File: config.mk
export PLATFORM = sky130hd
export DESIGN_NAME = tcfw_queue
export DESIGN_NICKNAME = d
export VERILOG_FILES = /design/src/rtl/text_console_frame_writer_assert.svh /design/src/rtl/tcfw_pkg.sv /design/src/rtl/tcfw_queue.sv
export SDC_FILE = /design/constraint.sdc
export NUM_CORES = 1
export LEC_CHECK = 0
export ABC_AREA = 1
export BUFFER_PORTS_ARGS = -buffer_cell sky130_fd_sc_hd__buf_2
export CORE_UTILIZATION = 30
export CTS_BUF_LIST = sky130_fd_sc_hd__clkbuf_4 sky130_fd_sc_hd__clkbuf_8 sky130_fd_sc_hd__clkbuf_16
export CTS_CLUSTER_SIZE = 40
export DETAILED_ROUTE_END_ITERATION = 12
export GPL_TIMING_DRIVEN = 0
export HOLD_SLACK_MARGIN = 0.05
export PLACE_DENSITY = 0.51
export REMOVE_ABC_BUFFERS = 1
export SYNTH_ARGS = -nofsm -noshare
export SYNTH_HDL_FRONTEND = slang
export SYNTH_SLANG_ARGS = --single-unit
export TNS_END_PERCENT = 10
File: constraint.sdc
create_clock -name clk -period 3.1 [get_ports clk]
set_clock_uncertainty 0.2 [all_clocks]
set_input_delay 0.155 -clock clk [delete_from_list [all_inputs] [get_ports clk]]
set_output_delay 0.155 -clock clk [all_outputs]
set_load 0.1 [all_outputs]
File: src/rtl/text_console_frame_writer_assert.svh
// ----------------------------------------------------------------------------
// text console frame writer assertion macros
// shared property forms for the console checks, sampled on clk, off in reset
// ----------------------------------------------------------------------------
`ifndef TEXT_CONSOLE_FRAME_WRITER_ASSERT_SVH
`define TEXT_CONSOLE_FRAME_WRITER_ASSERT_SVH

// same-cycle implication
`define TCFW_ASSERT_IMPL(lbl, ante, cons) \
  lbl: assert property (@(posedge clk) disable iff (!rst_n) (ante) |-> (cons)) \
    else $error("console check failed: same-cycle implication");

// next-cycle implication
`define TCFW_ASSERT_NEXT(lbl, ante, cons) \
  lbl: assert property (@(posedge clk) disable iff (!rst_n) (ante) |=> (cons)) \
    else $error("console check failed: next-cycle implication");

`endif

File: src/rtl/tcfw_pkg.sv
// ----------------------------------------------------------------------------
// tcfw_pkg
// geometry, codes and shared types of the text console frame writer
// ----------------------------------------------------------------------------
`timescale 1ns / 1ps

package tcfw_pkg;

  // screen geometry
  localparam int COLUMNS    = 80;
  localparam int ROWS       = 25;
  localparam int CELL_COUNT = COLUMNS * ROWS;
  localparam int LAST_ROW   = (ROWS - 1) * COLUMNS;
  localparam int ADDR_W     = $clog2(CELL_COUNT);
  localparam int COL_W      = $clog2(COLUMNS);

  // port field widths
  localparam int ACTION_W = 3;
  localparam int CHAR_W   = 8;
  localparam int NUM_W    = 16;
  localparam int CADDR_W  = 11;
  localparam int CUR_W    = 11;
  localparam int CELL_W   = 16;

  // decimal split: x / 10 == (x * 0xCCCD) >> 19 for any 16-bit x
  localparam int            DIGITS      = 5;
  localparam int            DIG_IDX_W   = 3;
  localparam logic [15:0]   DIV10_MUL   = 16'hCCCD;
  localparam int            DIV10_SHIFT = 19;

  localparam int QUEUE_DEPTH = 2;

  // cell contents
  localparam logic [7:0]        BLANK_ATTR   = 8'h07;
  localparam logic [7:0]        SPACE_CHAR   = 8'h20;
  localparam logic [7:0]        NEWLINE_CHAR = 8'h0A;
  localparam logic [7:0]        DIGIT_ZERO   = 8'h30;
  localparam logic [CELL_W-1:0] BLANK_CELL   = {BLANK_ATTR, SPACE_CHAR};

  // action codes on the input channel
  typedef enum logic [ACTION_W-1:0] {
    ACT_PUT_CHAR = 3'd0,
    ACT_PUT_DEC  = 3'd1,
    ACT_DELETE   = 3'd2,
    ACT_CLEAR    = 3'd3,
    ACT_PAINT    = 3'd4,
    ACT_READ     = 3'd5
  } act_t;

  // internal operation after classification
  typedef enum logic [2:0] {
    OP_CHAR,
    OP_DEC,
    OP_DEL,
    OP_CLEAR,
    OP_PAINT,
    OP_READ,
    OP_NOP
  } op_t;

  typedef enum logic [1:0] {
    FS_IDLE,
    FS_SPLIT,
    FS_PUSH
  } front_state_t;

  typedef enum logic [2:0] {
    BS_INIT,
    BS_IDLE,
    BS_DIGIT,
    BS_COPY,
    BS_BLANK,
    BS_FILL,
    BS_RESP
  } back_state_t;

  // classified command passed from front to back
  typedef struct packed {
    op_t                          op;
    logic [CHAR_W-1:0]            char_code;
    logic [7:0]                   color;
    logic [DIGITS-1:0][3:0]       digits;
    logic [DIG_IDX_W-1:0]         ndig;
    logic [ADDR_W-1:0]            addr;
    logic                         addr_ok;
  } cmd_t;

  typedef struct packed {
    logic full;
    logic empty;
  } q_stat_t;

  typedef struct packed {
    logic              we;
    logic [ADDR_W-1:0] waddr;
    logic [CELL_W-1:0] wdata;
    logic              re;
    logic [ADDR_W-1:0] raddr;
  } ram_req_t;

endpackage

File: src/rtl/tcfw_queue.sv
// ----------------------------------------------------------------------------
// tcfw_queue
// short command queue between the front and the back
// ----------------------------------------------------------------------------
`timescale 1ns / 1ps

module tcfw_queue (
  input  logic              clk,
  input  logic              rst_n,
  input  logic              push,
  input  tcfw_pkg::cmd_t    push_cmd,
  input  logic              pop,
  output tcfw_pkg::cmd_t    head,
  output tcfw_pkg::q_stat_t q_stat
);

  localparam int PTR_W = (tcfw_pkg::QUEUE_DEPTH > 1) ? $clog2(tcfw_pkg::QUEUE_DEPTH) : 1;
  localparam int CNT_W = $clog2(tcfw_pkg::QUEUE_DEPTH + 1);

  tcfw_pkg::cmd_t     mem_r [tcfw_pkg::QUEUE_DEPTH];
  logic [PTR_W-1:0]   wp_r, wp_nxt;
  logic [PTR_W-1:0]   rp_r, rp_nxt;
  logic [CNT_W-1:0]   count_r, count_nxt;

  assign head         = mem_r[rp_r];
  assign q_stat.full  = (count_r == CNT_W'(tcfw_pkg::QUEUE_DEPTH));
  assign q_stat.empty = (count_r == '0);

  // pointer and count update
  always_comb begin
    wp_nxt    = wp_r;
    rp_nxt    = rp_r;
    count_nxt = count_r;
    if (push) begin
      wp_nxt = (wp_r == PTR_W'(tcfw_pkg::QUEUE_DEPTH - 1)) ? '0 : wp_r + 1'b1;
    end
    if (pop) begin
      rp_nxt = (rp_r == PTR_W'(tcfw_pkg::QUEUE_DEPTH - 1)) ? '0 : rp_r + 1'b1;
    end
    if (push && !pop) begin
      count_nxt = count_r + 1'b1;
    end else if (pop && !push) begin
      count_nxt = count_r - 1'b1;
    end
  end

  always_ff @(posedge clk) begin
    if (!rst_n) begin
      wp_r    <= '0;
      rp_r    <= '0;
      count_r <= '0;
    end else begin
      wp_r    <= wp_nxt;
      rp_r    <= rp_nxt;
      count_r <= count_nxt;
    end
  end

  // entry storage
  always_ff @(posedge clk) begin
    if (push) begin
      mem_r[wp_r] <= push_cmd;
    end
  end

endmodule

# Word level (Yosys, flattened, before mapping)
# Memory sizes are Yosys's and may differ from the RTL's. A register that Yosys moved wholly into a read port is not among the register bits.
# Index checks and enable logic that the tools add are counted.
# W data, S select, Z words.
op_classes:
  eq_ne: 1
  n_mux: 8
  addsub: 4
  n_reduce_logical: 6
ops:
  columns: ["cell", "n"]
  rows:
  - ["$mux W1", 6]
  - ["$mux W2", 2]
  - ["$add A1 B1 Y1 const B", 2]
  - ["$add A2 B1 Y2 const B", 1]
  - ["$eq A2 B2 Y1 const B", 1]
  - ["$logic_and A1 B1 Y1", 2]
  - ["$logic_not A1 Y1", 2]
  - ["$logic_not A2 Y1", 1]
  - ["$reduce_bool A2 Y1", 1]
  - ["$sub A2 B1 Y2 const B", 1]
totals:
  mem_bits_rw: 108
  memories: 1
  out_inout_bits: 56
  reg_bits: 4
memory_table:
  columns: ["name", "depth", "word_bits", "read_ports", "rd_ports_with_merged_regs", "write_ports", "line_no", "text"]
  rows:
  - ["mem_r", 2, 54, 1, 1, 1, "tcfw_queue.sv:20", "tcfw_pkg::cmd_t mem_r [tcfw_pkg::QUEUE_DEPTH];"]

# Longest topological paths before layout
# Gate-level depths: netlist of the first run.
depth:
  depth_word: 4
  mapped_depth: 8

# Least setup slack after synthesis of the first run
# No wires, ideal clock.
synth_path:
  kind: "register to register"
  from: "register wp_r"
  to: "memory mem_r[0][0] (netlist name), enable pin"
  t_arrival_ns: 2.583
  setup_time_ns: 0.467
  stages_incl_launch_ff: 2
  slack_ns: -0.150
  path_cell_list: "dfxtp_1 nor2_1"
synth_rtl:
  columns: ["element", "line_no", "text"]
  rows:
  - ["start: declaration", "tcfw_queue.sv:21", "logic [PTR_W-1:0] wp_r, wp_nxt;"]
  - ["start signal: assignment", "tcfw_queue.sv:53", "wp_r <= wp_nxt;"]
  - ["end: declaration", "tcfw_queue.sv:20", null]
# Straight into the memory's write port.

==> flow_summary_export.csv, run 1 <==
group,metric,value,unit
grt,gr-usage-all-layers,11.5,%
synthesis,syn_inst,203,
worst_hold_path,hold_path_class,"input pin to register",
final_layout,drive_above_1_share,50.2,%
power,totalPowerFinal,4.34,mW
sta,drv_slew,0,
setup_path,crit_chain,"buf_16 -> mux2_2 -> buf_2",
synthesis,syn_area,0.00438,mm²
flow_run,max_cap_violations,0,
clock_network,cts_root_buffer,"clkbuf_16",
detailed_routing,vias,2410,
detailed_routing,drtIter0Drc,134,
synthesis,synth_top_area_share,74.1,%
clock_network,cts_resized,0,
sta,setup_ws,718,ps
placement,dpl_worst_slack,1080,ps
floorplanning,die_w,123,µm
synthesis,yosysUniqueCellTypes,14,
floorplanning,start_util,31.2,%
sta,hold_violations,0,
final_layout,fin_area,0.00625,mm²
clock_network,cts_made_buffers,17,
sta,setup_tns,0,ps
synthesis,synth.avg_cell_area,21.6,µm²
detailed_routing,drcViolationCount,0,
placement,numPortBuffers,113,
sta,fin_crit_sh,76.8,%
detailed_routing,drtPass1Iterations,4,
synthesis,synth_top_area_cell,"edfxtp_1",
status,status,"completed",
power,p_per_area,695,mW/mm²
worst_hold_path,hold_depth,2,
sta,fmax,420,MHz
grt,grt_max_degree,32,
floorplanning,num_io_pins,114,
sta,relSlewSlack,40.3,%
final_layout,final_common_cell,"buf_2",
floorplanning,dieArea,0.0151,mm²
final_layout,nets,451,
clock_network,clock_sinks,113,
grt,grt_pass1_vias,2459,
sta,period_minus_slack,2380,ps
final_layout,final_core_util,44.5,%
placement,gp_congestion,0.686,
placement,dp_cells,493,
setup_path,critPathRequiredTime,2740,ps
placement,dp_hpwl,4700,µm
setup_path,critPathTopFamily,"flip-flops",
grt,grt_overflow_total,0,
clock_network,clock_latency,400,ps
setup_path,crit_fanout,31,
floorplanning,rows,43,
clock_network,cts_tree,"built",
power,peakVddDrop,0.000387,V
sta,setup_viol,0,
placement,place_area,0.00514,mm²
clock_network,htreeDepth,4,
sta,worstMarginPinSlew,894,ps
setup_path,worstPathArrival,2030,ps
grt,antenna_found_initial,0,
final_layout,syn2layout_area_growth,42.7,%
setup_path,path_class,"register to primary output",
final_layout,fillers,1259,
floorplanning,die_height,123,µm
detailed_routing,antenna_left,0,
setup_path,slowest_delay,650,ps
final_layout,mostFrequentLayoutCells,"buf_2 (113), edfxtp_1 (108), dlygate4sd3_1 (60)",
sta,hold_ws,269,ps
synthesis,synth_seq_area_share,76.4,%
clock_network,clk_pin_slew,50,ps
final_layout,finalNonFillerCells,584,
detailed_routing,drt_wl_total,8070,µm
clock_network,clk_path_buf_depth,2,
detailed_routing,via_per_inst,4.13,
setup_path,setup.worst_path.end_class,"primary output",
sta,rsz0062_at_grt,"false",
setup_path,crit_path_start_kind,"register",
detailed_routing,routedWlPerCell,13.8,µm
setup_path,cp_slowest_cell,"dfxtp_4",
grt,grt_pass1_wl,12100,µm
power,power.leakage,2.53,nW
synthesis,yosys_warnings,0,
final_layout,insertedDiodeCount,0,
setup_path,path_buf_inv,2,
setup_path,crit_cells,3,
setup_path,reg2regPathDepth,5,
synthesis,ys_ff_latch,113,
floorplanning,coreArea,0.0140,mm²
synthesis,synth_area_leaders,"edfxtp_1 (74%), mux2_4 (17%), buf_12 (2.3%), dfxtp_1 (2.3%), mux2_2 (1.0%)",
-- cell type report --
class | instances | area, µm² | area share [%]
Multi-Input combinational cell | 76 | 901 | 14.4
Inverter | 8 | 30.0 | 0.481
Clock inverter | 8 | 41.3 | 0.661
Clock buffer | 23 | 470 | 7.53
Tap cell | 180 | 225 | 3.60
Timing Repair Buffer | 176 | 1230 | 19.7
Sequential cell | 113 | 3350 | 53.6
-- Yosys cell counts, drive strengths merged --
master	number
a21oi	1
buf	6
dfxtp	5
edfxtp	108
ha	1
inv	8
mux2	54
nand2	8
nand3	1
nand4	1
nor2	9
o21ai	1
-- kinds of logic after synthesis --
family / synth area share, %
flops: 76.4
buf+inv: 3.23
simple gates: 1.71
compound gates: 0.228
mux: 18.2
fa+ha+maj: 0.286
-- sequential cells by signal, indices dropped and copies added (netlist names), named ones only --
signal	count
rp_r	1
count_r	2
wp_r	1
mem_r	108
-- metal layers --
| layer | up-vias | wire, µm | track usage, % |
|---|---|---|---|
| met3 | 8 | 424 | 4.51 |
| met4 | 0 | 137 | 6.94 |
| met5 | - | 0 | 0 |
| li1 | 1158 | - | - |
| met1 | 1160 | 3770 | 13.5 |
| met2 | 84 | 3740 | 17.7 |
-- what timing repair did --
item / in CTS / in global routing
hold buffers: 60 / 0
buffers inserted: 0 / 0
hold endpoints to repair: 113 / 0
-- final timing paths --
path,from,end,slack (ps)
min reg2reg,rp_r,register,310
max reg2reg,wp_r,wp_r,1120
max,register,head[33],720
min,push_cmd[48],mem_r[1][48],270
-- report_power, final --
group	total (mW)	internal, mW	switching, mW
logic	0.869	0.235	0.634
clock network	1.67	1.05	0.622
registers	1.80	1.77	0.0336
Note: power is estimated with default switching activity, not from simulation.
==> run 2, diff against run 1 <==
==> constraint.sdc (replaced) <==
create_clock -name clk -period 2 [get_ports clk]
set_clock_uncertainty 0.2 [all_clocks]
set_input_delay 0.1 -clock clk [delete_from_list [all_inputs] [get_ports clk]]
set_output_delay 0.1 -clock clk [all_outputs]
set_load 0.1 [all_outputs]
==> flow_summary_export.csv, run 2 (same netlist as run 1, synthesis figures left out) <==
group,metric,value,unit
floorplanning,die_w,123,µm
floorplanning,coreArea,0.0140,mm²
grt,grt_max_degree,32,
final_layout,largest_reg_flops,108,
final_layout,final_core_util,45.5,%
final_layout,nets,453,
grt,grt_pass1_vias,2483,
placement,numPortBuffers,113,
setup_path,crit_chain,"dlygate4sd3_1 -> buf_4 -> nand2_1 -> nand2_1 -> dlygate4sd3_1 -> nor2_1 -> dlygate4sd3_1",
final_layout,insertedDiodeCount,0,
grt,antenna_found_initial,0,
clock_network,clock_sinks,113,
placement,dp_cells,493,
detailed_routing,via_per_inst,4.12,
setup_path,path_class,"input pin to register",
sta,worstMarginPinSlew,894,ps
setup_path,setup.worst_path.end_class,"register",
detailed_routing,antenna_left,0,
grt,gr-usage-all-layers,11.7,%
detailed_routing,drt_wl_total,8220,µm
placement,dp_hpwl,4700,µm
sta,fin_crit_sh,97.2,%
flow_run,max_cap_violations,0,
final_layout,drive_above_1_share,50.7,%
detailed_routing,drtPass1Iterations,4,
clock_network,clk_pin_slew,50,ps
setup_path,crit_fanout,4,
setup_path,cp_slowest_cell,"dlygate4sd3_1",
sta,rsz0062_at_grt,"true",
setup_path,critPathTopFamily,"buffers and inverters",
grt,use_met1,13.8,%
power,totalPowerFinal,6.80,mW
clock_network,clock_latency,400,ps
floorplanning,dieArea,0.0151,mm²
clock_network,htreeDepth,4,
final_layout,fin_area,0.00639,mm²
sta,fmax,514,MHz
final_layout,syn2layout_area_growth,45.9,%
detailed_routing,drcViolationCount,0,
sta,hold_violations,0,
floorplanning,rows,43,
sta,drv_slew,0,
setup_path,slowest_delay,550,ps
grt,grt_overflow_total,0,
detailed_routing,routedWlPerCell,14.0,µm
grt,met3_usage,4.51,%
placement,gp_congestion,0.686,
detailed_routing,drtIter0Drc,128,
power,power.leakage,2.58,nW
worst_hold_path,hold_path_class,"input pin to register",
sta,period_minus_slack,1940,ps
setup_path,cp_common_cell,"dlygate4sd3_1",
final_layout,mostFrequentLayoutCells,"edfxtp_1 (108), buf_2 (70), dlygate4sd3_1 (60)",
setup_path,path_buf_inv,4,
power,peakVddDrop,0.000599,V
sta,setup_ws,55.9,ps
sta,setup_viol,0,
floorplanning,die_height,123,µm
clock_network,clk_path_buf_depth,2,
clock_network,cts_made_buffers,17,
clock_network,cts_root_buffer,"clkbuf_16",
floorplanning,start_util,31.2,%
final_layout,largest_register,"mem_r",
final_layout,reg_top3,"mem_r x108, count_r x2",
placement,dpl_worst_slack,37.7,ps
setup_path,critPathRequiredTime,2140,ps
placement,place_area,0.00514,mm²
final_layout,final_common_cell,"edfxtp_1",
status,status,"completed",
final_layout,finalNonFillerCells,586,
floorplanning,num_io_pins,114,
setup_path,worstPathArrival,2090,ps
grt,use_met2,18.0,%
power,p_per_area,1060,mW/mm²
detailed_routing,vias,2416,
grt,grt_pass1_wl,12300,µm
clock_network,cts_tree,"built",
setup_path,crit_path_start_kind,"input pin",
grt,top_usage_layer,"met2",
sta,relSlewSlack,40.3,%
## run 2: path summary, 6_finish.rpt
path,startpoint,to,slack (ps),cells after the start
max,push,wp_r,60,7
min,push_cmd[48],mem_r[1][48],210,2
max reg2reg,wp_r,wp_r,70,5
min reg2reg,rp_r,register,310,2
## run 2: power breakdown
part / switching (mW) / internal (mW)
Sequential: 0.0348 / 2.74
Combinational: 1.01 / 0.417
Clock: 0.966 / 1.63
Total: 2.01 / 4.79
## run 2: routing by layer
layer | part of all wire (%) | vias to the layer above | wire [µm]
met1 | 47 | 1166 | 3840
met4 | 1.7 | 0 | 137
met5 | 0 | - | 0
li1 | - | 1160 | -
met2 | 47 | 82 | 3830
met3 | 5.0 | 8 | 412
## run 2: final cells by class
class | count | area, µm²
Fill cell | 1242 | 7650
Sequential cell | 113 | 3350
Timing Repair Buffer | 178 | 1370
Multi-Input combinational cell | 76 | 901
Clock buffer | 23 | 470
Tap cell | 180 | 225
Clock inverter | 8 | 41.3
Inverter | 8 | 30.0
## run 2: stage by stage
step                      TNS (ps)  hold slack, ps
final                            0             214
after global routing          -202             200
after CTS                        0             189
after detailed placement         0            91.4
after global placement     -328030            89.1
after floorplan            -127120           -1.13
## run 2: repair_timing
action	CTS	global route
buffers inserted	2	0
hold buffers	60	0
gates resized for setup	20	47
endpoints found under the hold margin	113	0
setup endpoints to repair	54	55
==> run 3, diff against run 2 <==
--- a/config.mk
+++ b/config.mk
@@ -5,7 +5,7 @@
 export SDC_FILE = /design/constraint.sdc
 export NUM_CORES = 1
 export LEC_CHECK = 0
-export ABC_AREA = 1
+export ABC_AREA = 0
 export BUFFER_PORTS_ARGS = -buffer_cell sky130_fd_sc_hd__buf_2
 export CORE_UTILIZATION = 30
 export CTS_BUF_LIST = sky130_fd_sc_hd__clkbuf_4 sky130_fd_sc_hd__clkbuf_8 sky130_fd_sc_hd__clkbuf_16
@@ -13,7 +13,7 @@
 export DETAILED_ROUTE_END_ITERATION = 12
 export GPL_TIMING_DRIVEN = 0
 export HOLD_SLACK_MARGIN = 0.05
-export PLACE_DENSITY = 0.51
+export PLACE_DENSITY = 0.52
 export REMOVE_ABC_BUFFERS = 1
 export SYNTH_ARGS = -nofsm -noshare
 export SYNTH_HDL_FRONTEND = slang
==> flow_summary_export.csv, run 3 <==
group,metric,value,unit
sta,hold_ws,217,ps
synthesis,ys_ff_latch,113,
sta,relSlewSlack,48.9,%
grt,antenna_found_initial,0,
clock_network,clock_latency,400,ps
clock_network,htreeDepth,4,
detailed_routing,drcViolationCount,0,
floorplanning,start_util,31.0,%
power,peakVddDrop,0.000670,V
final_layout,reg_top3,"mem_r x108, count_r x2",
synthesis,syn_inst,190,
placement,gp_congestion,0.650,
floorplanning,coreArea,0.0133,mm²
floorplanning,dieArea,0.0142,mm²
grt,grt_pass1_wl,12300,µm
setup_path,worstPathArrival,1650,ps
sta,worstMarginPinSlew,767,ps
power,power.leakage,2.34,nW
synthesis,synth_top_flop_cell,"edfxtp_1",
synthesis,synth_seq_area_share,80.9,%
sta,rsz0062_at_grt,"true",
worst_hold_path,hold_path_class,"input pin to register",
sta,period_minus_slack,1950,ps
grt,grt_pass1_vias,2515,
placement,dp_hpwl,4560,µm
floorplanning,die_height,119,µm
detailed_routing,via_per_inst,4.11,
synthesis,synth_top_area_share,78.5,%
grt,grt_overflow_total,0,
detailed_routing,routed.top_layer,"met4",
setup_path,path_class,"register to primary output",
clock_network,cts_tree,"built",
synthesis,synth_area_leaders,"edfxtp_1 (78%), mux2_2 (15%), dfxtp_1 (2.4%), buf_6 (1.4%), and2_1 (0.61%)",
final_layout,insertedDiodeCount,0,
detailed_routing,drtPass1Iterations,4,
grt,gr-usage-all-layers,11.8,%
final_layout,final_core_util,45.8,%
sta,hold_violations,0,
final_layout,syn2layout_area_growth,48.0,%
final_layout,mostFrequentLayoutCells,"edfxtp_1 (108), buf_2 (85), dlygate4sd3_1 (58)",
clock_network,cts_root_buffer,"clkbuf_16",
setup_path,critPathRequiredTime,1700,ps
detailed_routing,dr_wl_met2,3890,µm
synthesis,synth.avg_cell_area,21.7,µm²
detailed_routing,routedWlPerCell,13.5,µm
synthesis,synth_top_area_cell,"edfxtp_1",
clock_network,clock_sinks,113,
status,status,"completed",
sta,fmax,513,MHz
detailed_routing,wl_met1,3140,µm
final_layout,final_common_cell,"edfxtp_1",
clock_network,cts_made_buffers,17,
grt,grt_max_degree,55,
synthesis,synth_common_cells,"edfxtp_1 (108), mux2_2 (54), buf_6 (5), dfxtp_1 (5), and2_1 (4)",
power,p_per_area,1110,mW/mm²
final_layout,nets,438,
final_layout,largest_register,"mem_r",
detailed_routing,met3WireLength,453,µm
setup_path,setup.worst_path.end_class,"primary output",
floorplanning,die_w,119,µm
floorplanning,num_io_pins,114,
detailed_routing,vias,2332,
synthesis,syn_area,0.00413,mm²
synthesis,async_flop_share,0,%
sta,setup_viol,0,
synthesis,yosysMostFrequentCell,"edfxtp_1",
synthesis,synth_edf_count,108,
floorplanning,rows,42,
detailed_routing,drt_wl_total,7650,µm
synthesis,yosysUniqueCellTypes,17,
clock_network,clk_pin_slew,50,ps
sta,setup_ws,50.6,ps
setup_path,crit_fanout,28,
sta,fin_crit_sh,97.5,%
placement,numPortBuffers,113,
setup_path,crit_path_start_kind,"register",
clock_network,clk_path_buf_depth,2,
detailed_routing,antenna_left,0,
final_layout,largest_reg_flops,108,
power,totalPowerFinal,6.79,mW
synthesis,yosys_warnings,0,
placement,dpl_worst_slack,-60.3,ps
flow_run,max_cap_violations,0,
sta,drv_slew,0,
detailed_routing,drtIter0Drc,70,
final_layout,drive_above_1_share,52.2,%
==> run 3: kinds of logic after synthesis <==
group,share of synthesized area [%]
xor gates and xnor gates,0.636
DFF,80.9
AOI/OAI and AO/OA,0.485
adders and majority gates,0.303
and+or+nand+nor,1.36
muxes,14.7
buffers and inverters,1.57
==> run 3: cell type report <==
class / instances / area [µm²]
clock inverters: 10 / 46.3
flip-flops and latches: 113 / 3350
repair buffers: 176 / 1310
inverters: 1 / 3.75
well taps: 176 / 220
fillers: 1203 / 7230
clock buffers: 21 / 455
multi-input cells: 70 / 733
==> run 3: what timing repair did <==
action / CTS / global route
hold buffers: 58 / 0
pin swaps: 0 / 0
hold endpoints to repair: 118 / 0
cloned: 0 / 0
endpoints found under the setup margin: 54 / 18
resized for setup: 11 / 34
setup buffers: 2 / 0
==> run 3: power breakdown <==
group / total [mW] / switching (mW) / internal, mW
registers: 2.77 / 0.0346 / 2.74
logic: 1.50 / 1.11 / 0.388
clock network: 2.52 / 0.933 / 1.59
total: 6.79 / 2.08 / 4.71
==> run 3: critical path, stage by stage, from the launching register on <==
cell      delay [ps]
dfxtp_4          390
buf_12           200
mux2_2           350
clkbuf_4         280
==> run 3: worst paths after layout <==
check        slack [ps]  depth (start not counted)           end    startpoint
min                 220                          2  mem_r[0][10]  push_cmd[10]
min reg2reg         300                          2    count_r[1]    count_r[1]
max reg2reg         330                          1  mem_r[1][33]          wp_r
max                  50                          3      head[30]      register
==> run 3: layer usage <==
metal | vias up | global-route usage, %
li1 | 1128 | -
met2 | 75 | 19.1
met4 | 0 | 6.80
met5 | - | 0
met1 | 1114 | 13.0
met3 | 15 | 4.69
==> run 3: per-stage QoR <==
step,cells,area [µm²],TNS (ps)
after floorplan,184,4070,-114950
after global placement,473,4860,-299980
after detailed placement,476,4930,-1380
after CTS,567,6070,0
after global routing,567,6110,-14.0
final,567,6110,0
