[src/rtl/text_console_frame_writer_assert.svh]
// ----------------------------------------------------------------------------
// text console frame writer assertion macros
// shared property forms for the console checks, sampled on clk, off in reset
// ----------------------------------------------------------------------------
`ifndef TEXT_CONSOLE_FRAME_WRITER_ASSERT_SVH
`define TEXT_CONSOLE_FRAME_WRITER_ASSERT_SVH

// same-cycle implication
`define TCFW_ASSERT_IMPL(lbl, ante, cons) \
  lbl: assert property (@(posedge clk) disable iff (!rst_n) (ante) |-> (cons)) \
    else $error("console check failed: same-cycle implication");

// next-cycle implication
`define TCFW_ASSERT_NEXT(lbl, ante, cons) \
  lbl: assert property (@(posedge clk) disable iff (!rst_n) (ante) |=> (cons)) \
    else $error("console check failed: next-cycle implication");

`endif

[src/rtl/tcfw_pkg.sv]
// ----------------------------------------------------------------------------
// tcfw_pkg
// geometry, codes and shared types of the text console frame writer
// ----------------------------------------------------------------------------
`timescale 1ns / 1ps

package tcfw_pkg;

  // screen geometry
  localparam int COLUMNS    = 80;
  localparam int ROWS       = 25;
  localparam int CELL_COUNT = COLUMNS * ROWS;
  localparam int LAST_ROW   = (ROWS - 1) * COLUMNS;
  localparam int ADDR_W     = $clog2(CELL_COUNT);
  localparam int COL_W      = $clog2(COLUMNS);

  // port field widths
  localparam int ACTION_W = 3;
  localparam int CHAR_W   = 8;
  localparam int NUM_W    = 16;
  localparam int CADDR_W  = 11;
  localparam int CUR_W    = 11;
  localparam int CELL_W   = 16;

  // decimal split: x / 10 == (x * 0xCCCD) >> 19 for any 16-bit x
  localparam int            DIGITS      = 5;
  localparam int            DIG_IDX_W   = 3;
  localparam logic [15:0]   DIV10_MUL   = 16'hCCCD;
  localparam int            DIV10_SHIFT = 19;

  localparam int QUEUE_DEPTH = 2;

  // cell contents
  localparam logic [7:0]        BLANK_ATTR   = 8'h07;
  localparam logic [7:0]        SPACE_CHAR   = 8'h20;
  localparam logic [7:0]        NEWLINE_CHAR = 8'h0A;
  localparam logic [7:0]        DIGIT_ZERO   = 8'h30;
  localparam logic [CELL_W-1:0] BLANK_CELL   = {BLANK_ATTR, SPACE_CHAR};

  // action codes on the input channel
  typedef enum logic [ACTION_W-1:0] {
    ACT_PUT_CHAR = 3'd0,
    ACT_PUT_DEC  = 3'd1,
    ACT_DELETE   = 3'd2,
    ACT_CLEAR    = 3'd3,
    ACT_PAINT    = 3'd4,
    ACT_READ     = 3'd5
  } act_t;

  // internal operation after classification
  typedef enum logic [2:0] {
    OP_CHAR,
    OP_DEC,
    OP_DEL,
    OP_CLEAR,
    OP_PAINT,
    OP_READ,
    OP_NOP
  } op_t;

  typedef enum logic [1:0] {
    FS_IDLE,
    FS_SPLIT,
    FS_PUSH
  } front_state_t;

  typedef enum logic [2:0] {
    BS_INIT,
    BS_IDLE,
    BS_DIGIT,
    BS_COPY,
    BS_BLANK,
    BS_FILL,
    BS_RESP
  } back_state_t;

  // classified command passed from front to back
  typedef struct packed {
    op_t                          op;
    logic [CHAR_W-1:0]            char_code;
    logic [7:0]                   color;
    logic [DIGITS-1:0][3:0]       digits;
    logic [DIG_IDX_W-1:0]         ndig;
    logic [ADDR_W-1:0]            addr;
    logic                         addr_ok;
  } cmd_t;

  typedef struct packed {
    logic full;
    logic empty;
  } q_stat_t;

  typedef struct packed {
    logic              we;
    logic [ADDR_W-1:0] waddr;
    logic [CELL_W-1:0] wdata;
    logic              re;
    logic [ADDR_W-1:0] raddr;
  } ram_req_t;

endpackage

[src/rtl/tcfw_channels.sv]


interface tcfw_out_if;
  logic                         valid;
  logic                         ready;
  logic [tcfw_pkg::CUR_W-1:0]   cursor_position;
  logic [tcfw_pkg::CELL_W-1:0]  cell_data;
  logic                         scrolled;

  modport source (output valid, cursor_position, cell_data, scrolled, input ready);
  modport sink   (input valid, cursor_position, cell_data, scrolled, output ready);
endinterface

[src/rtl/tcfw_back.sv]
// ----------------------------------------------------------------------------
// tcfw_back
// executes commands on the cell store: writes, scrolls, fills and results
// ----------------------------------------------------------------------------
`timescale 1ns / 1ps

module tcfw_back (
  input  logic                         clk,
  input  logic                         rst_n,
  input  tcfw_pkg::cmd_t               head,
  input  tcfw_pkg::q_stat_t            q_stat,
  output logic                         pop,
  output logic                         init_done,
  output tcfw_pkg::ram_req_t           ram_req,
  input  logic [tcfw_pkg::CELL_W-1:0]  ram_rdata,
  tcfw_out_if.source                   out_item
);

  localparam int AW = tcfw_pkg::ADDR_W;
  localparam int CW = tcfw_pkg::COL_W;

  tcfw_pkg::back_state_t          state_r, state_nxt;
  logic [AW-1:0]                  cursor_r, cursor_nxt;
  logic [CW-1:0]                  col_r, col_nxt;
  logic [AW-1:0]                  cnt_r, cnt_nxt;
  logic [tcfw_pkg::DIG_IDX_W-1:0] dig_r, dig_nxt;
  logic                           scrolled_r, scrolled_nxt;
  logic                           more_r, more_nxt;
  logic                           use_ram_r, use_ram_nxt;
  logic [tcfw_pkg::CELL_W-1:0]    fill_val_r, fill_val_nxt;
  logic [tcfw_pkg::CELL_W-1:0]    force_r, force_nxt;

  logic                           out_valid_r, out_valid_nxt;
  logic [tcfw_pkg::CUR_W-1:0]     out_cursor_r, out_cursor_nxt;
  logic [tcfw_pkg::CELL_W-1:0]    out_cell_r, out_cell_nxt;
  logic                           out_scr_r, out_scr_nxt;

  // one character step
  logic [tcfw_pkg::CHAR_W-1:0]    step_ch;
  logic [AW:0]                    step_cur;
  logic [CW-1:0]                  step_col;
  logic                           step_we;
  logic                           step_wrap;
  logic                           step_last;
  logic                           step_go;
  logic [AW-1:0]                  del_cur;
  logic [AW+tcfw_pkg::CUR_W-1:0]  cur_ext;

  assign init_done = (state_r != tcfw_pkg::BS_INIT);

  assign out_item.valid           = out_valid_r;
  assign out_item.cursor_position = out_cursor_r;
  assign out_item.cell_data       = out_cell_r;
  assign out_item.scrolled        = out_scr_r;

  assign cur_ext = {{tcfw_pkg::CUR_W{1'b0}}, cursor_r};
  assign del_cur = (cursor_r == '0) ? '0 : cursor_r - 1'b1;

  // cursor advance for a character or a newline
  always_comb begin
    if (state_r == tcfw_pkg::BS_DIGIT) begin
      step_ch = tcfw_pkg::DIGIT_ZERO + {4'b0000, head.digits[dig_r]};
    end else begin
      step_ch = head.char_code;
    end
    step_last = (state_r != tcfw_pkg::BS_DIGIT) || (dig_r == '0);
    if (step_ch == tcfw_pkg::NEWLINE_CHAR) begin
      step_cur = {1'b0, cursor_r} - (AW+1)'(col_r) + (AW+1)'(tcfw_pkg::COLUMNS);
      step_col = '0;
      step_we  = 1'b0;
    end else begin
      step_cur = {1'b0, cursor_r} + 1'b1;
      step_col = (col_r == CW'(tcfw_pkg::COLUMNS - 1)) ? '0 : col_r + 1'b1;
      step_we  = 1'b1;
    end
    step_wrap = (step_cur >= (AW+1)'(tcfw_pkg::CELL_COUNT));
  end

  // control registers
  always_ff @(posedge clk) begin
    if (!rst_n) begin
      state_r     <= tcfw_pkg::BS_INIT;
      cursor_r    <= '0;
      col_r       <= '0;
      cnt_r       <= '0;
      out_valid_r <= 1'b0;
    end else begin
      state_r     <= state_nxt;
      cursor_r    <= cursor_nxt;
      col_r       <= col_nxt;
      cnt_r       <= cnt_nxt;
      out_valid_r <= out_valid_nxt;
    end
  end

  // payload registers
  always_ff @(posedge clk) begin
    dig_r        <= dig_nxt;
    scrolled_r   <= scrolled_nxt;
    more_r       <= more_nxt;
    use_ram_r    <= use_ram_nxt;
    fill_val_r   <= fill_val_nxt;
    force_r      <= force_nxt;
    out_cursor_r <= out_cursor_nxt;
    out_cell_r   <= out_cell_nxt;
    out_scr_r    <= out_scr_nxt;
  end

  // sequencer
  always_comb begin
    state_nxt      = state_r;
    cursor_nxt     = cursor_r;
    col_nxt        = col_r;
    cnt_nxt        = cnt_r;
    dig_nxt        = dig_r;
    scrolled_nxt   = scrolled_r;
    more_nxt       = more_r;
    use_ram_nxt    = use_ram_r;
    fill_val_nxt   = fill_val_r;
    force_nxt      = force_r;
    out_valid_nxt  = out_valid_r && !out_item.ready;
    out_cursor_nxt = out_cursor_r;
    out_cell_nxt   = out_cell_r;
    out_scr_nxt    = out_scr_r;
    pop            = 1'b0;
    step_go        = 1'b0;
    ram_req        = '0;

    case (state_r)
      // clearing pass over the store after reset
      tcfw_pkg::BS_INIT: begin
        ram_req.we    = 1'b1;
        ram_req.waddr = cnt_r;
        ram_req.wdata = tcfw_pkg::BLANK_CELL;
        if (cnt_r == AW'(tcfw_pkg::CELL_COUNT - 1)) begin
          cnt_nxt   = '0;
          state_nxt = tcfw_pkg::BS_IDLE;
        end else begin
          cnt_nxt = cnt_r + 1'b1;
        end
      end

      tcfw_pkg::BS_IDLE: begin
        if (!q_stat.empty) begin
          scrolled_nxt = 1'b0;
          case (head.op)
            tcfw_pkg::OP_CHAR: step_go = 1'b1;
            tcfw_pkg::OP_DEC: begin
              dig_nxt   = head.ndig - 1'b1;
              state_nxt = tcfw_pkg::BS_DIGIT;
            end
            tcfw_pkg::OP_DEL: begin
              cursor_nxt = del_cur;
              if (cursor_r != '0) begin
                col_nxt = (col_r == '0) ? CW'(tcfw_pkg::COLUMNS - 1) : col_r - 1'b1;
              end
              ram_req.we    = 1'b1;
              ram_req.waddr = del_cur;
              ram_req.wdata = tcfw_pkg::BLANK_CELL;
              force_nxt     = tcfw_pkg::BLANK_CELL;
              use_ram_nxt   = 1'b0;
              state_nxt     = tcfw_pkg::BS_RESP;
            end
            tcfw_pkg::OP_CLEAR, tcfw_pkg::OP_PAINT: begin
              fill_val_nxt = (head.op == tcfw_pkg::OP_PAINT) ?
                             {head.color, tcfw_pkg::SPACE_CHAR} : tcfw_pkg::BLANK_CELL;
              cnt_nxt      = '0;
              cursor_nxt   = '0;
              col_nxt      = '0;
              state_nxt    = tcfw_pkg::BS_FILL;
            end
            tcfw_pkg::OP_READ: begin
              ram_req.re    = head.addr_ok;
              ram_req.raddr = head.addr;
              use_ram_nxt   = head.addr_ok;
              force_nxt     = '0;
              state_nxt     = tcfw_pkg::BS_RESP;
            end
            default: begin
              ram_req.re    = 1'b1;
              ram_req.raddr = cursor_r;
              use_ram_nxt   = 1'b1;
              state_nxt     = tcfw_pkg::BS_RESP;
            end
          endcase
        end
      end

      tcfw_pkg::BS_DIGIT: step_go = 1'b1;

      // move rows up: read one row below, write the previous cell
      tcfw_pkg::BS_COPY: begin
        if (cnt_r < AW'(tcfw_pkg::LAST_ROW)) begin
          ram_req.re    = 1'b1;
          ram_req.raddr = cnt_r + AW'(tcfw_pkg::COLUMNS);
        end
        if (cnt_r != '0) begin
          ram_req.we    = 1'b1;
          ram_req.waddr = cnt_r - 1'b1;
          ram_req.wdata = ram_rdata;
        end
        if (cnt_r == AW'(tcfw_pkg::LAST_ROW)) begin
          state_nxt = tcfw_pkg::BS_BLANK;
        end else begin
          cnt_nxt = cnt_r + 1'b1;
        end
      end

      // blank the last row
      tcfw_pkg::BS_BLANK: begin
        ram_req.we    = 1'b1;
        ram_req.waddr = cnt_r;
        ram_req.wdata = tcfw_pkg::BLANK_CELL;
        if (cnt_r == AW'(tcfw_pkg::CELL_COUNT - 1)) begin
          cnt_nxt   = '0;
          state_nxt = more_r ? tcfw_pkg::BS_DIGIT : tcfw_pkg::BS_RESP;
        end else begin
          cnt_nxt = cnt_r + 1'b1;
        end
      end

      // clear or paint sweep
      tcfw_pkg::BS_FILL: begin
        ram_req.we    = 1'b1;
        ram_req.waddr = cnt_r;
        ram_req.wdata = fill_val_r;
        if (cnt_r == AW'(tcfw_pkg::CELL_COUNT - 1)) begin
          cnt_nxt     = '0;
          force_nxt   = fill_val_r;
          use_ram_nxt = 1'b0;
          state_nxt   = tcfw_pkg::BS_RESP;
        end else begin
          cnt_nxt = cnt_r + 1'b1;
        end
      end

      // hand the result to the output register
      tcfw_pkg::BS_RESP: begin
        if (!out_valid_r || out_item.ready) begin
          out_valid_nxt  = 1'b1;
          out_cursor_nxt = cur_ext[tcfw_pkg::CUR_W-1:0];
          out_cell_nxt   = use_ram_r ? ram_rdata : force_r;
          out_scr_nxt    = scrolled_r;
          pop            = 1'b1;
          state_nxt      = tcfw_pkg::BS_IDLE;
        end
      end

      default: state_nxt = tcfw_pkg::BS_IDLE;
    endcase

    // character step: write the cell unless newline, read the next one, scroll on overflow
    if (step_go) begin
      ram_req.we    = step_we;
      ram_req.waddr = cursor_r;
      ram_req.wdata = {head.color, step_ch};
      if (state_r == tcfw_pkg::BS_DIGIT) begin
        dig_nxt = dig_r - 1'b1;
      end
      if (step_wrap) begin
        cursor_nxt   = AW'(tcfw_pkg::LAST_ROW);
        col_nxt      = '0;
        scrolled_nxt = 1'b1;
        cnt_nxt      = '0;
        more_nxt     = !step_last;
        force_nxt    = tcfw_pkg::BLANK_CELL;
        use_ram_nxt  = 1'b0;
        state_nxt    = tcfw_pkg::BS_COPY;
      end else begin
        cursor_nxt    = step_cur[AW-1:0];
        col_nxt       = step_col;
        ram_req.re    = 1'b1;
        ram_req.raddr = step_cur[AW-1:0];
        use_ram_nxt   = 1'b1;
        state_nxt     = step_last ? tcfw_pkg::BS_RESP : tcfw_pkg::BS_DIGIT;
      end
    end
  end

endmodule

[src/flat_wrapper.sv]
// flat-port wrapper written by rule: the top's interface ports become plain ports
module tcfw_back_flat 
  (clk, rst_n, head, q_stat, pop, init_done, ram_req, ram_rdata, out_item_valid, out_item_cursor_position, out_item_cell_data, out_item_scrolled, out_item_ready);
  tcfw_out_if out_item_i ();
  input  logic clk;
  input  logic rst_n;
  input  tcfw_pkg::cmd_t head;
  input  tcfw_pkg::q_stat_t q_stat;
  output logic pop;
  output logic init_done;
  output tcfw_pkg::ram_req_t ram_req;
  input  logic [tcfw_pkg::CELL_W-1:0] ram_rdata;
  output wire logic [$bits(out_item_i.valid)-1:0] out_item_valid;
  output wire logic [$bits(out_item_i.cursor_position)-1:0] out_item_cursor_position;
  output wire logic [$bits(out_item_i.cell_data)-1:0] out_item_cell_data;
  output wire logic [$bits(out_item_i.scrolled)-1:0] out_item_scrolled;
  input wire logic [$bits(out_item_i.ready)-1:0] out_item_ready;
  assign out_item_valid = out_item_i.valid;
  assign out_item_cursor_position = out_item_i.cursor_position;
  assign out_item_cell_data = out_item_i.cell_data;
  assign out_item_scrolled = out_item_i.scrolled;
  assign out_item_i.ready = out_item_ready;
  tcfw_back u_core (.clk(clk), .rst_n(rst_n), .head(head), .q_stat(q_stat), .pop(pop), .init_done(init_done), .ram_req(ram_req), .ram_rdata(ram_rdata), .out_item(out_item_i));
endmodule
[config.mk]
export PLATFORM = sky130hd
export DESIGN_NAME = tcfw_back_flat
export DESIGN_NICKNAME = d
export VERILOG_FILES = /design/src/rtl/text_console_frame_writer_assert.svh /design/src/rtl/tcfw_pkg.sv /design/src/rtl/tcfw_channels.sv /design/src/rtl/tcfw_back.sv /design/src/flat_wrapper.sv
export SDC_FILE = /design/constraint.sdc
export NUM_CORES = 1
export LEC_CHECK = 0
export ABC_AREA = 1
export ABC_CLOCK_PERIOD_IN_PS = 9050
export BUFFER_PORTS_ARGS = -buffer_cell sky130_fd_sc_hd__buf_4
export CAP_MARGIN = 30
export CORE_AREA = 2 2 117 119
export CTS_CLUSTER_DIAMETER = 120
export DETAILED_ROUTE_END_ITERATION = 16
export DIE_AREA = 0 0 119 121
export PLACE_DENSITY = 0.79
export SYNTH_ARGS = -nofsm -noshare
export SYNTH_HDL_FRONTEND = slang
export SYNTH_SLANG_ARGS = --single-unit
[constraint.sdc]
create_clock -name clk -period 9.05 [get_ports clk]
set_clock_uncertainty 0.05 [all_clocks]
set_input_delay 1.3575 -clock clk [delete_from_list [all_inputs] [get_ports clk]]
set_output_delay 1.3575 -clock clk [all_outputs]
set_load 0.1 [all_outputs]
* Yosys cells after proc, flatten, opt, wreduce, memory -nomap -nowiden
Cells that the tools add are included.
** Word-level totals
- Logic and storage cells :: 164
- Flip-flop bits (word level) :: 99
- Output and inout port bits :: 71
** Cells by class
- Bitwise logic cells :: 1
- Reduce and logical (&&, ||, !) cells :: 29
- Equality and inequality tests :: 27
- Add/sub/neg operators :: 12
- Order comparisons :: 3
- Muxes and demuxes :: 77
** Operators with widths (number)
- $mux W11 :: 11
- $pmux W28 S4 :: 1
- $mux W16 :: 5
- $mux W40 :: 2
- $pmux W16 S2 :: 2
- $mux W28 :: 2
- $mux W7 :: 8
- $pmux W12 S2 :: 2
- $mux W3 :: 15
- $mux W12 :: 3
- $pmux W11 S3 :: 1
- $eq A11 B11 Y1 const B :: 2
- $pmux W11 S2 :: 1
- $reduce_bool A11 Y1 :: 2
- $sub A11 B1 Y11 const B :: 2
- $pmux W3 S7 :: 1
- $ne A3 B1 Y1 const B :: 6
- $eq A3 B3 Y1 const B :: 5
- $mux W1 :: 15
- $pmux W7 S2 :: 1
- $add A11 B1 Y12 const B :: 1
- $add A12 B7 Y12 const B :: 1
- $bmux W4 S3 :: 1
- $eq A3 B2 Y1 const B :: 4
- other kinds (37) :: 55

* Longest topological paths before layout
Gate-level depths: netlist of the first run.
- Word-level depth :: 9
- Depth in mapped cells :: 24
- Gate-level depth less buffers :: 23

* Worst setup path after synthesis of the first run
No wires, ideal clock.
- Kind :: input -> output
- Start point :: in head[52] in the netlist's numbering
- End point :: out ram_req[18] in the netlist's numbering
- Stages on the path :: 7
- Slack :: 3184 ps
- Buffers on the path :: 2
- Arrival time :: 4459 ps
- Data required time :: 7643 ps
- Path through :: nor2_1 > inv_1 > nor2_1 > a21oi_4 > clkbuf_1 > clkbuf_1 > o31ai_1
** RTL lines
- start: declaration :: RTL line flat_wrapper.sv:7 : input tcfw_pkg::cmd_t head;
- end: declaration :: RTL line flat_wrapper.sv:11 : output tcfw_pkg::ram_req_t ram_req;

==> results of run 1 <==
==> flip-flops by register name, indices dropped and copies added (netlist names), 7 cells and up <==
signal / cells
u_core.out_item.cursor_position: 11
u_core.cnt_r: 11
u_core.cursor_r: 11
u_core.col_r: 7
u_core.fill_val_r: 8
u_core.out_item.cell_data: 16
u_core.force_r: 16
==> layout by cell type, fill, tap and decap left out, drive strengths merged, types with 3 or more instances in the layout <==
master,n
nor4,3
inv,158
o221ai,3
mux2,6
a211oi,3
ha,34
dfxtp,53
clkinv,7
o2111ai,11
xor2,30
o21a,5
nor2,130
buf,148
a31oi,6
nand4,13
o211ai,13
nand2,247
xnor2,4
edfxtp,38
nand3,59
o31ai,5
a21oi,77
nor3,21
o21ai,79
or2,6
a22oi,5
clkbuf,9
==> cells by family after synthesis <==
logic type	count (synthesis)	share of synthesized area
simple gates	479	0.2853
compound gates	218	0.1845
buf+inv	191	0.1074
flops	91	0.3090
fa+ha+maj	35	0.06250
xor+xnor	34	0.04178
mux	6	0.009480
==> final timing paths <==
check / to / slack, ns / depth (start not counted)
worst max-delay path: ram_req[11] / 3.46 / 17
worst min-delay path: u_core.force_r[7] / 0.40 / 2
worst max register to register: u_core.col_r[0] / 4.62 / 15
worst min register to register: u_core.force_r[7] / 0.40 / 2
==> layout make-up <==
class,instances,area (sq um),share of cell area
multi-input cells,772,4163,0.4848
flip-flops and latches,91,2202,0.2565
repair buffers,148,1109,0.1291
inverters,159,596.8,0.06951
clock buffers,9,225.2,0.02623
well taps,176,220.2,0.02565
clock inverters,7,70.07,0.008161
==> worst max-delay path, stage by stage, from the launching register on <==
cell and delay [ns]:
dfxtp_1 0.49, clkinv_1 0.33, ha_1 0.38, inv_1 0.04, ha_1 0.35, nand2_1 0.11, nor3_1 0.23, nand3_1 0.18
nand4_1 0.12, nand2_1 0.07, nand3_1 0.06, nand2_1 0.06, inv_1 0.07, nor2_1 0.06, a21oi_1 0.54, nand2_1 0.23
nand3_1 0.18, buf_4 0.31
==> per-stage QoR <==
stage / hold WS, ns / worst slack, ns
after floorplan: 0.3529 / 3.184
after global placement: 0.3820 / 3.711
after detailed placement: 0.3848 / 3.672
after CTS: 0.3958 / 3.616
after global routing: 0.4089 / 3.246
final: 0.3965 / 3.465
==> per-layer routing <==
| layer | track usage | vias up | wire [um] |
|---|---|---|---|
| li1 | - | 3735 | - |
| met5 | 0 | - | 0 |
| met4 | 0.1295 | 0 | 564 |
| met1 | 0.4120 | 3453 | 9648 |
| met3 | 0.05075 | 36 | 1827 |
| met2 | 0.4838 | 365 | 10060 |
==> power by group through the flow <==
stage                     clock network [mW]  logic [mW]  registers (mW)
final                                  0.381      0.0817           0.427
after global routing                   0.395      0.0887           0.427
after CTS                              0.381      0.0808           0.427
after detailed placement                   0      0.0804           0.437
after global placement                     0      0.0794           0.436
after floorplan                            0      0.0421           0.436
==> out/metrics.csv, run 1 <==
metric,value,unit
Initial DRT Pass Iterations,6,
synth cell count leaders,"236 x nand2_1, 143 x inv_1, 125 x nor2_1",
die height,121,um
GPL Wtd Cong,0.9596,
Worst EP required,7.64,ns
Yosys top cell by area,edfxtp_1,
placeable core area,0.01309,sq mm
maximum vdd drop,75.89,uV
"Reg clk slew, reported paths",0.08,ns
minimum clock period,5.585,ns
row cnt,42,
first-pass GRT wire length,34770,um
Rel. slew slack,0.2673,
Initial Utilization,0.5447,
sequential-to-total area share from yosys stat,0.3090,
layout cells sized above 1,0.1788,
io pins,146,
via-per-instance ratio,5.572,
Post-Route WL,22100,um
iteration-0 DRC count of the detailed router,830,
CP startpoint kind,register,
fin cells,1362,
HP Class,register to register,
initial antenna violation count,0,
Filler Cell Count,1205,
Worst R2R Start,u_core.state_r[1],
total power,889.5,uW
Total GRT Usage,0.3049,
H-tree depth,3,
"count leader, synth",nand2_1,
leak pwr,3.909,nW
fin area,0.008586,sq mm
Mapped Cells,1054,
Net Switching,234.2,uW
share of the synthesized area in the top cell type,0.1601,
Fmax,179.0,MHz
Placed Area,0.008290,sq mm
CP endpoint kind,output port,
clock power share,0.428,
GRT Residual Overflow,0,
port bufs,144,
measured slew at the worst slew-check pin,1.095,ns
Die ar.,0.01440,sq mm
"FFs w/ async S/R, synth",0,
clk root buf,clkbuf_16,
Post-synth EDFFs,38,
Fin. Hold Viols,0,
Yosys Warn Count,0,
Final setup viols,0,
CP arrival,4.18,ns
"Distinct cells, synth",51,
Worst Hold Launch,u_core.force_r[7],
Post-CTS Setup Inserts,0,
RSZ-0062 raised after global routing,false,
post-detail-place hpwl,16890,um
maxcap violations,0,
Syn Area/Cell,6.762,sq um
#FFs+latches synth,91,
main flop type after synthesis,dfxtp_1,
Post-Syn Area,0.007127,sq mm
post-DR wirelength/cell,16.22,um
PostCTS Resize Cnt,0,
largest net degree at the start of global routing,32,
Antenna Cells,0,
Syn Nets,1164,
combinational share of power,0.092,
Vias,7589,
DRT antenna net count,0,
CTS tree,built,
critical path type,register to output port,
PD cells,103.6,mW/mm^2
status,finished clean,
DRC violations left,0,
"top cells by area, synth","edfxtp_1 16%, dfxtp_1 15%, nand2_1 12%, inv_1 7.5%, nor2_1 6.6%",
Flop pwr share,0.480,
internal power,655.2,uW
max-slew violation count,0,
CP max FO,7,
launch point of the worst path,u_core.cursor_r[6],
synthesis-to-layout area growth,20.47,%
Tcrit/Tclk final,0.6172,
# hold bufs at CTS,0,
Worst-Skew Late Latency,0.36,ns
sw frac,0.2633,
CTS max path bufs,2,
die width,119,um
cts bufs inserted,9,
dpl cells,1346,
Sink Count,91,
vias in the first global route,6974,
final net count,1291,
fin util,0.6561,
setup_tns,0,ns
Note: power is estimated with default switching activity, not from simulation.
==> inputs of run 2 (changes only) <==
--- a/config.mk
+++ b/config.mk
@@ -6,7 +6,7 @@
 export NUM_CORES = 1
 export LEC_CHECK = 0
 export ABC_AREA = 1
-export ABC_CLOCK_PERIOD_IN_PS = 9050
+export ABC_CLOCK_PERIOD_IN_PS = 5600
 export BUFFER_PORTS_ARGS = -buffer_cell sky130_fd_sc_hd__buf_4
 export CAP_MARGIN = 30
 export CORE_AREA = 2 2 117 119
==> constraint.sdc (replaced) <==
create_clock -name clk -period 5.6 [get_ports clk]
set_clock_uncertainty 0.05 [all_clocks]
set_input_delay 0.84 -clock clk [delete_from_list [all_inputs] [get_ports clk]]
set_output_delay 0.84 -clock clk [all_outputs]
set_load 0.1 [all_outputs]
==> run 2 against run 1 <==
Sequential power up 62%. Clock power up 73%. Critical path depth down 2. Non-clock buffer count up 5. Total power up 67%. Register-to-register slack worse by 2.6 ns. Hold slack about the same. Sequential cell count unchanged. Sequential share of layout area down 0.19 points. Global-route usage up 1.1 points. Die area unchanged. Routed wire length up 2.7%. Critical endpoint unchanged. Largest cell class unchanged. Largest power group unchanged.
==> out/metrics.csv, run 2 (synthesized netlist as in run 1, its figures left out) <==
metric,value,unit,change
Fin. Hold Viols,0,,unchanged
layout cells sized above 1,0.1822,,+0.003448
Top delay family on crit path,compound AO/OA/AOI/OAI gates,,
Final setup viols,0,,unchanged
iteration-0 DRC count of the detailed router,939,,+13%
CTS tree,built,,
CP Cell Sequence,"clkinv_1, ha_1, inv_1, ha_1, a21oi_1, o21ai_0, nand2_1, nand3_1, xor2_1, nand2_1, nand2_1, a21oi_1, nand2_1, nand3_1, buf_4",,
cts bufs inserted,9,,unchanged
PostCTS Resize Cnt,0,,unchanged
Critical Path Max Stage Delay,0.49,ns,-0.05 ns
die width,119,um,unchanged
Fmax,204.4,MHz,
post-DR wirelength/cell,16.60,um,+2.3%
Vias,7673,,+1.1%
CTS max path bufs,2,,unchanged
post-detail-place hpwl,17350,um,+2.7%
worst hold path endpoint,u_core.force_r[2],,
leak pwr,3.948,nW,+1.0%
Post-Route WL,22690,um,+2.7%
largest net degree at the start of global routing,31,,-3.1%
final net count,1296,,+0.39%
setup_tns,0,ns,unchanged
die height,121,um,unchanged
"Reg clk slew, reported paths",0.07,ns,about the same
PD cells,171.3,mW/mm^2,+65%
Critical Path Slowest Stage Cell,a21oi_1,,
GRT Residual Overflow,0,,unchanged
row cnt,42,,unchanged
RSZ-0062 raised after global routing,false,,
Post-CTS Setup Inserts,0,,unchanged
launch point of the worst path,u_core.cursor_r[6],,
first-pass GRT wire length,36010,um,+3.6%
GPL Wtd Cong,0.9439,,-1.6%
max-slew violation count,0,,unchanged
DRC violations left,0,,unchanged
fin cells,1367,,+0.37%
dpl cells,1351,,+0.37%
Sink Count,91,,unchanged
measured slew at the worst slew-check pin,1.010,ns,-0.08527 ns
Initial Utilization,0.5447,,unchanged
worst hold path depth,2,,unchanged
synthesis-to-layout area growth,21.35,%,
Rel. slew slack,0.3268,,+0.05954
"commonest non-fill, non-tap cell in the layout",nand2_1,,
clk root buf,clkbuf_16,,
Tcrit/Tclk final,0.8735,,
R2R Setup Slk,2.00,ns,-2.62 ns
Worst R2R Start,u_core.cursor_r[0],,
io pins,146,,unchanged
maxcap violations,0,,unchanged
Antenna Cells,0,,unchanged
HP Class,register to register,,
H-tree depth,3,,unchanged
status,finished clean,,
Die ar.,0.01440,sq mm,unchanged
critical path type,register to output port,,
R2R Path End,u_core.more_r,,
Worst Hold Launch,u_core.force_r[2],,
via-per-instance ratio,5.613,,+0.74%
initial antenna violation count,0,,unchanged
maximum vdd drop,178.6,uV,+140%
CP bufs+invs,3,,-1
placeable core area,0.01309,sq mm,unchanged
# hold bufs at CTS,0,,unchanged
"commonest non-fill, non-tap cells in the layout","236 x nand2_1, 153 x buf_4, 143 x inv_1, 125 x nor2_1, 74 x o21ai_0",,
minimum clock period,4.892,ns,
port bufs,144,,unchanged
Worst EP required,4.71,ns,-2.93 ns
CP startpoint kind,register,,
CP endpoint kind,output port,,
Total GRT Usage,0.3156,,+0.01070
Initial DRT Pass Iterations,6,,unchanged
Reg2Reg Depth,20,,+5
CP arrival,4.00,ns,-0.18 ns
Worst path most repeated cell,nand2_1,,
vias in the first global route,7044,,+1.0%
DRT antenna net count,0,,unchanged
Worst-Skew Late Latency,0.36,ns,about the same
CP max FO,7,,unchanged
## run 2: how the worst max path moves through the flow
stage | end | slack (ns) | cells past startpoint
3_5_place_dp | ram_req[11] | 1.19 | 17
2_1_floorplan | ram_req[18] | 0.77 | 7
6_report | ram_req[11] | 0.71 | 15
5_1_grt | ram_req[3] | 0.40 | 17
4_1_cts | ram_req[11] | 0.79 | 17
3_3_place_gp | ram_req[6] | 1.16 | 17
## run 2: per-layer routing
| layer | share of wire | track usage |
|---|---|---|
| met5 | 0 | 0 |
| met4 | 0.024 | 0.1183 |
| met3 | 0.095 | 0.05545 |
| met2 | 0.46 | 0.5065 |
| met1 | 0.42 | 0.4262 |
## run 2: cell type report
class | count | area [sq um]
sequential | 91 | 2202
inverter | 159 | 596.8
clock buffer | 9 | 225.2
clock inverter | 7 | 92.59
timing repair buffer | 153 | 1149
fill | 1210 | 4437
multi-input combinational | 772 | 4163
tap | 176 | 220.2
## run 2: power by group
group | switching (mW) | internal (mW) | total [mW]
Clock | 0.300 | 0.359 | 0.659
Combinational | 0.0751 | 0.0577 | 0.133
Sequential | 0.00208 | 0.688 | 0.690
## run 2: per-stage QoR
step	setup slack [ns]	hold WS (ns)	cell area (sq um)	total power, mW	util
after CTS	0.7943	0.3973	8648	1.480	0.6609
after floorplan	0.7687	0.3529	7127	0.7730	-
after global placement	1.155	0.3819	8330	0.8351	0.6366
final	0.7083	0.3967	8648	1.482	0.6609
after global routing	0.4011	0.4148	8648	1.520	0.6609
after detailed placement	1.185	0.3845	8330	0.8363	0.6366
## run 2: worst register-to-register path: stages, from the launching register on
cell     delay [ns]
dfxtp_1        0.45
inv_1          0.20
ha_1           0.22
inv_1          0.05
ha_1           0.15
inv_1          0.07
fa_1           0.40
inv_1          0.10
nand3_1        0.07
nand2_1        0.13
nand2_1        0.06
nand2_1        0.07
xor2_1         0.17
nand3_1        0.10
nand2_1        0.15
nand2_1        0.07
nor2_1         0.20
nand2_2        0.12
nand2_4        0.12
nand2_4        0.12
inv_2          0.24
